===== config.mk =====
export PLATFORM = sky130hd
export DESIGN_NAME = mfw_divider
export DESIGN_NICKNAME = d
export VERILOG_FILES = /design/src/rtl/mfw_divider.sv
export SDC_FILE = /design/constraint.sdc
export NUM_CORES = 1
export LEC_CHECK = 0
export ABC_AREA = 0
export BUFFER_PORTS_ARGS = -buffer_cell sky130_fd_sc_hd__buf_2
export CORE_UTILIZATION = 35
export DETAILED_ROUTE_END_ITERATION = 10
export GPL_TIMING_DRIVEN = 0
export SETUP_SLACK_MARGIN = 0.2
export SLEW_MARGIN = 20
export SYNTH_ARGS = -nofsm -noshare
export SYNTH_HDL_FRONTEND = slang
export SYNTH_SLANG_ARGS = --single-unit

===== constraint.sdc =====
create_clock -name clk_i -period 3.78 [get_ports clk_i]
set_input_delay 0.567 -clock clk_i [delete_from_list [all_inputs] [get_ports clk_i]]
set_output_delay 0.567 -clock clk_i [all_outputs]
set_load 0.03 [all_outputs]

===== src/rtl/mfw_divider.sv =====
`timescale 1ns / 1ps
// ----------------------------------------------------------------------------
// mfw_divider
// Restoring divider, one quotient bit per cycle.
// ----------------------------------------------------------------------------
module mfw_divider #(
  parameter int NumW = 14,
  parameter int DenW = 6
) (
  input  logic            clk_i,
  input  logic            rst_ni,
  input  logic            start_i,
  input  logic [NumW-1:0] num_i,
  input  logic [DenW-1:0] den_i,
  output logic            done_o,
  output logic [NumW-1:0] quot_o
);

  localparam int CntW = $clog2(NumW + 1);

  logic            busy_q, busy_d;
  logic            done_q, done_d;
  logic [CntW-1:0] cnt_q, cnt_d;
  logic [NumW-1:0] quot_q, quot_d;
  logic [DenW-1:0] rem_q, rem_d;
  logic [DenW-1:0] den_q, den_d;
  logic [DenW:0]   trial;

  always_comb begin
    busy_d = busy_q;
    done_d = 1'b0;
    cnt_d  = cnt_q;
    quot_d = quot_q;
    rem_d  = rem_q;
    den_d  = den_q;
    trial  = {rem_q, quot_q[NumW-1]};
    if (start_i) begin
      busy_d = 1'b1;
      cnt_d  = CntW'(NumW);
      quot_d = num_i;
      rem_d  = '0;
      den_d  = den_i;
    end else if (busy_q) begin
      if (trial >= {1'b0, den_q}) begin
        rem_d  = DenW'(trial - {1'b0, den_q});
        quot_d = {quot_q[NumW-2:0], 1'b1};
      end else begin
        rem_d  = DenW'(trial);
        quot_d = {quot_q[NumW-2:0], 1'b0};
      end
      cnt_d = cnt_q - 1'b1;
      if (cnt_q == CntW'(1)) begin
        busy_d = 1'b0;
        done_d = 1'b1;
      end
    end
  end

  always_ff @(posedge clk_i or negedge rst_ni) begin
    if (!rst_ni) begin
      busy_q <= 1'b0;
      done_q <= 1'b0;
      cnt_q  <= '0;
    end else begin
      busy_q <= busy_d;
      done_q <= done_d;
      cnt_q  <= cnt_d;
    end
  end

  always_ff @(posedge clk_i) begin
    quot_q <= quot_d;
    rem_q  <= rem_d;
    den_q  <= den_d;
  end

  assign done_o = done_q;
  assign quot_o = quot_q;

endmodule


# Yosys cells after proc, flatten, opt, wreduce, memory -nomap -nowiden
# Index checks and enable logic that the tools add are counted.
# totals
ff_bits	32
input_bits	23
output_inout_bits	15
elab_cells	23
# classes
add_sub_neg	2
order_cmp	1
n_eq_ne	1
mux	12
reduce_logical	1
# op_table
op	n
2-to-1 mux 14 bit	2
2-to-1 mux 4 bit	2
greater-or-equal comparator 7 x 6 -> 1 bit	1
2-to-1 mux 1 bit	7
2-to-1 mux 6 bit	1
subtractor 6 bit	1
== test 4 x 1 -> 1 bit (second input constant)	1
subtractor 4 x 1 -> 4 bit (second input constant)	1
nonzero test 2 bit	1

# Longest topological paths before layout
# depth
word_depth	4
depth_mapped	8
depth_no_buf	8

# Least setup slack after synthesis
# Ideal clock, no wire load.
# synth_path
kind	register to register
from	register quot_q[13] (netlist: quot_o[13])
to	register rem_q[1]
setup_time_ns	0.127
t_arrival_ns	2.034
t_required_ns	3.653
slack_ns	1.619
path_stages_with_launch	9
path_buffers	1
period_less_slack_ns	2.161
path_cell_list	edfxtp_1 > inv_1 > ha_1 > and2b_2 > o21ai_0 > a41o_1 > buf_6 > nor4bb_1 > or3_1
# synth_between
elab_chain_len	2
word_cells_on_any_way	3
classes_between	1 x add/sub; 1 x order compare; 1 x mux
# synth_rtl
item	line	rtl
start, declared	24	logic [NumW-1:0] quot_q, quot_d;
start signal, assigned	72	quot_q <= quot_d;
subtractor 6 bit or greater-or-equal comparator 7 x 6 -> 1 bit (tied branches)	45, 44	
2-to-1 mux 6 bit *	44	if (trial >= {1'b0, den_q}) begin
end signal, assigned	73	rem_q <= rem_d;
end, declared	25	logic [DenW-1:0] rem_q, rem_d;
# Every way passes the cells marked *; elsewhere a longest branch is shown, timed or not.
# A chain may end at the register's enable or synchronous reset.

# Worst setup path after layout
# layout_path
from	register den_q[4]
to	register rem_q[1]
# layout_between
elab_chain_len	2
# layout_rtl
item	line	rtl
start, declared	26	logic [DenW-1:0] den_q, den_d;
start signal, assigned	74	den_q <= den_d;
greater-or-equal comparator 7 x 6 -> 1 bit	44	
2-to-1 mux 6 bit	44	
# No other way between the ends.

==> summary.md <==
| Metric | Value |
|---|---|
| Outcome | finished clean |
| Total CTS buffers | 5 |
| Unrepaired setup endpoints after global routing | false |
| Share of cells above drive strength 1 | 34.3% |
| Multi-input combinational cell area | 704 sq um |
| GRT Overall Usage | 14.1% |
| Top Ports | 38 |
| Seq/Total Area, Yosys | 52.9% |
| Placer Congestion | 0.766 |
| Met2 WL | 1500 um |
| Hold Fails Final Rpt | 0 |
| Final nets | 213 |
| # H-tree levels | 2 |
| Ys flop type | edfxtp_1 |
| Yosys top cell area share | 36.5% |
| ANT nets after route | 0 |
| Clock power share | 22.6% |
| Antenna violations before repair | 0 |
| Detailed placer's ending HPWL | 2340 um |
| Sequential Power Share | 42.9% |
| First DRT Iteration DRCs | 58 |
| Commonest non-fill, non-tap cell in the layout | buf_2 |
| Worst r2r dst | rem_q[1]$_SDFFE_PP0P_ |
| Vias in the first global route | 1229 |
| DR vias | 1168 |
| Detailed-route wire length | 3130 um |
| Height of the chip | 70.6 um |
| Syn_area_per_cell | 12.1 sq um |
| Highest metal used | met4 |
| Met1 WL | 1390 um |
| Crit Path Max Fanout | 9 |
| Register area | 871 sq um |
| Reg-to-reg slack, setup | 1620 ps |
| Syn Inst Count | 136 |
| Global-route wire length before repair | 5430 um |
| Clock Root Buffer | clkbuf_8 |
| WL met3 | 170 um |
| Pint | 728 uW |
| Slew Viols, Final | 0 |
| I/O Buffers | 37 |
| Synth unique cells | 36 |
| Area leader, netlist | edfxtp_1 |
| Largest net degree at the start of global routing | 15 |
| Number of fillers in the final layout | 422 |
| Worst-case vdd ir drop | 0.000283 V |
| Top cells by area, synth | edfxtp_1 (36%), mux2_2 (10%), dfrtp_1 (9.1%) |
| TritonCTS clock tree | built |
| Switching fraction of total power | 33.1% |
| Worst Path Buf+Inv | 2 |
| Worst hold path type | primary input to asynchronous set/reset pin |
| Clk slew on worst S/H paths | 60 ps |
| Crit-path leading delay family | compound AO/OA/AOI/OAI gates |
| Setup TNS Final | 0 ps |
| Antenna diodes | 0 |
| Chip Width | 70.6 um |
| Combinational power share | 34.5% |
| WS Path Type | register to register |
| Critical Path Sink Type | register |
| Number of synthesized flops with an enable pin | 20 |
| Number of synthesized register bits | 32 |
| Vias per std cell | 5.01 |
| Leakage | 0.000878 uW |
| Clock sinks | 32 |
| Final setup margin | 1620 ps |
| Max Fclk | 462 MHz |
| Postcts setup bufs | 0 |
| Most frequent cells in the layout | buf_2 (37), edfxtp_1 (20), mux2_2 (15) |
| Die ar. | 4980 sq um |
| Pre-CTS setup slack | 1360 ps |
| Clock latency on the worst-skew pair | 280 ps |
| Crit path largest cell delay | 360 ps |
| Crit share post-route | 57.3% |
| Max cap viols | 0 |
| Crit-path cells | inv_1, ha_1, a21o_1, a211o_1, a41o_1, buf_6, nor4bb_1, or3_1 |
| DRC Markers | 0 |
| Core Rows | 24 |
| DR pass1 iterations | 4 |
| Max-slew headroom | 66.1% |
| Clock period minus worst slack | 2160 ps |
| CP Data Arrival Time | 2330 ps |
| Ys Warns | 0 |
| Synth async-reset ratio | 18.8% |
| Hold Buf Count CTS | 0 |
| Switching power | 359 uW |
| Type of origin of the critical path | register |
| Setup Skew | 2.90 ps |
| Clock buffer depth | 2 |
| GRT Residual Overflow | 0 |
| # resized after CTS | 0 |
| Critical Path Slowest Stage Cell | or3_1 |
| Reg2reg start | den_q[4]$_DFFE_PP_ |
| Syn Std Cell Area | 1650 sq um |
| Initial Utilization | 37.0% |
| Final setup vio count | 0 |
| Worst r2r path cells | 8 |
| Cell Pwr Density | 550 nW/um^2 |
| Worst-margin pin slew | 508 ps |
| Syn Nets | 169 |
| Mean routed wirelength per cell | 13.4 um |
| Placeable Area | 4440 sq um |
| Synth-to-Final Area Change | 20.1% |
| Crit path required time | 3950 ps |
## cell usage after synthesis, drive strengths merged, types with 4 or more instances
cell and count:
dfrtp 6, inv 11, nand2b 4, mux2 16
ha 9, dfxtp 6, a21oi 5, o21ai 5
edfxtp 20, nor2 12, a211oi 5, nand2 4
## how the worst max path moves through the flow
stage / start / end / slack, ps / cells past startpoint
floorplan: quot_o[13]$_DFFE_PP_ / rem_q[1]$_SDFFE_PP0P_ / 1620 / 8
global placement: start_i / quot_o[11]$_DFFE_PP_ / 1430 / 4
detailed placement: start_i / quot_o[8]$_DFFE_PP_ / 1360 / 4
CTS: den_q[4]$_DFFE_PP_ / rem_q[1]$_SDFFE_PP0P_ / 1600 / 8
global route: den_q[4]$_DFFE_PP_ / rem_q[1]$_SDFFE_PP0P_ / 1510 / 8
finish: den_q[4]$_DFFE_PP_ / rem_q[1]$_SDFFE_PP0P_ / 1620 / 8
## metrics by stage
step	total power [uW]	cell area [sq um]	cells	hold slack (ps)	util (%)
floorplan	756	1650	136	271	-
global placement	831	1900	225	395	42.7
detailed placement	848	1900	225	400	42.7
CTS	1100	1980	233	93.4	44.5
global route	1160	1980	233	95.9	44.5
finish	1090	1980	233	96.6	44.5
## kinds of logic (layout without fill, tap and decap cells)
group                      Yosys count  after routing  synth area share, %
AOI/OAI and AO/OA                   22             22                 9.04
xor gates and xnor gates             5              5                 2.66
adders and majority gates           10             10                 8.05
buffers and inverters               17             62                 4.33
DFF                                 32             32                 52.9
muxes                               19             19                 13.0
and+or+nand+nor                     31             31                 10.0
## metal layers
layer  vias up  track usage, %
met4         0            7.11
li1        570               -
met1       551            16.8
met5         -               0
met2        38            23.3
met3         9            4.27
## sequential cells by signal, indices dropped and copies added (netlist names)
register and flops:
quot_o 14, den_q 6, rem_q 6, cnt_q 4, busy_q 1, done_o 1
## power groups by stage
stage	registers (uW)	clock network (uW)	logic (uW)
4_1_cts	466	256	378
3_5_place_dp	473	0	375
3_3_place_gp	471	0	360
5_1_grt	473	269	417
6_report	466	246	375
2_1_floorplan	513	0	244
## cell type report
| type | count | share of cell area [%] |
|---|---|---|
| Inverter | 11 | 2.09 |
| Timing Repair Buffer | 37 | 9.37 |
| Clock buffer | 6 | 3.67 |
| Multi-Input combinational cell | 87 | 35.6 |
| Tap cell | 52 | 3.29 |
| Buffer | 6 | 1.52 |
| Clock inverter | 2 | 0.380 |
| Sequential cell | 32 | 44.1 |
Note: power is estimated with default switching activity, not from simulation.
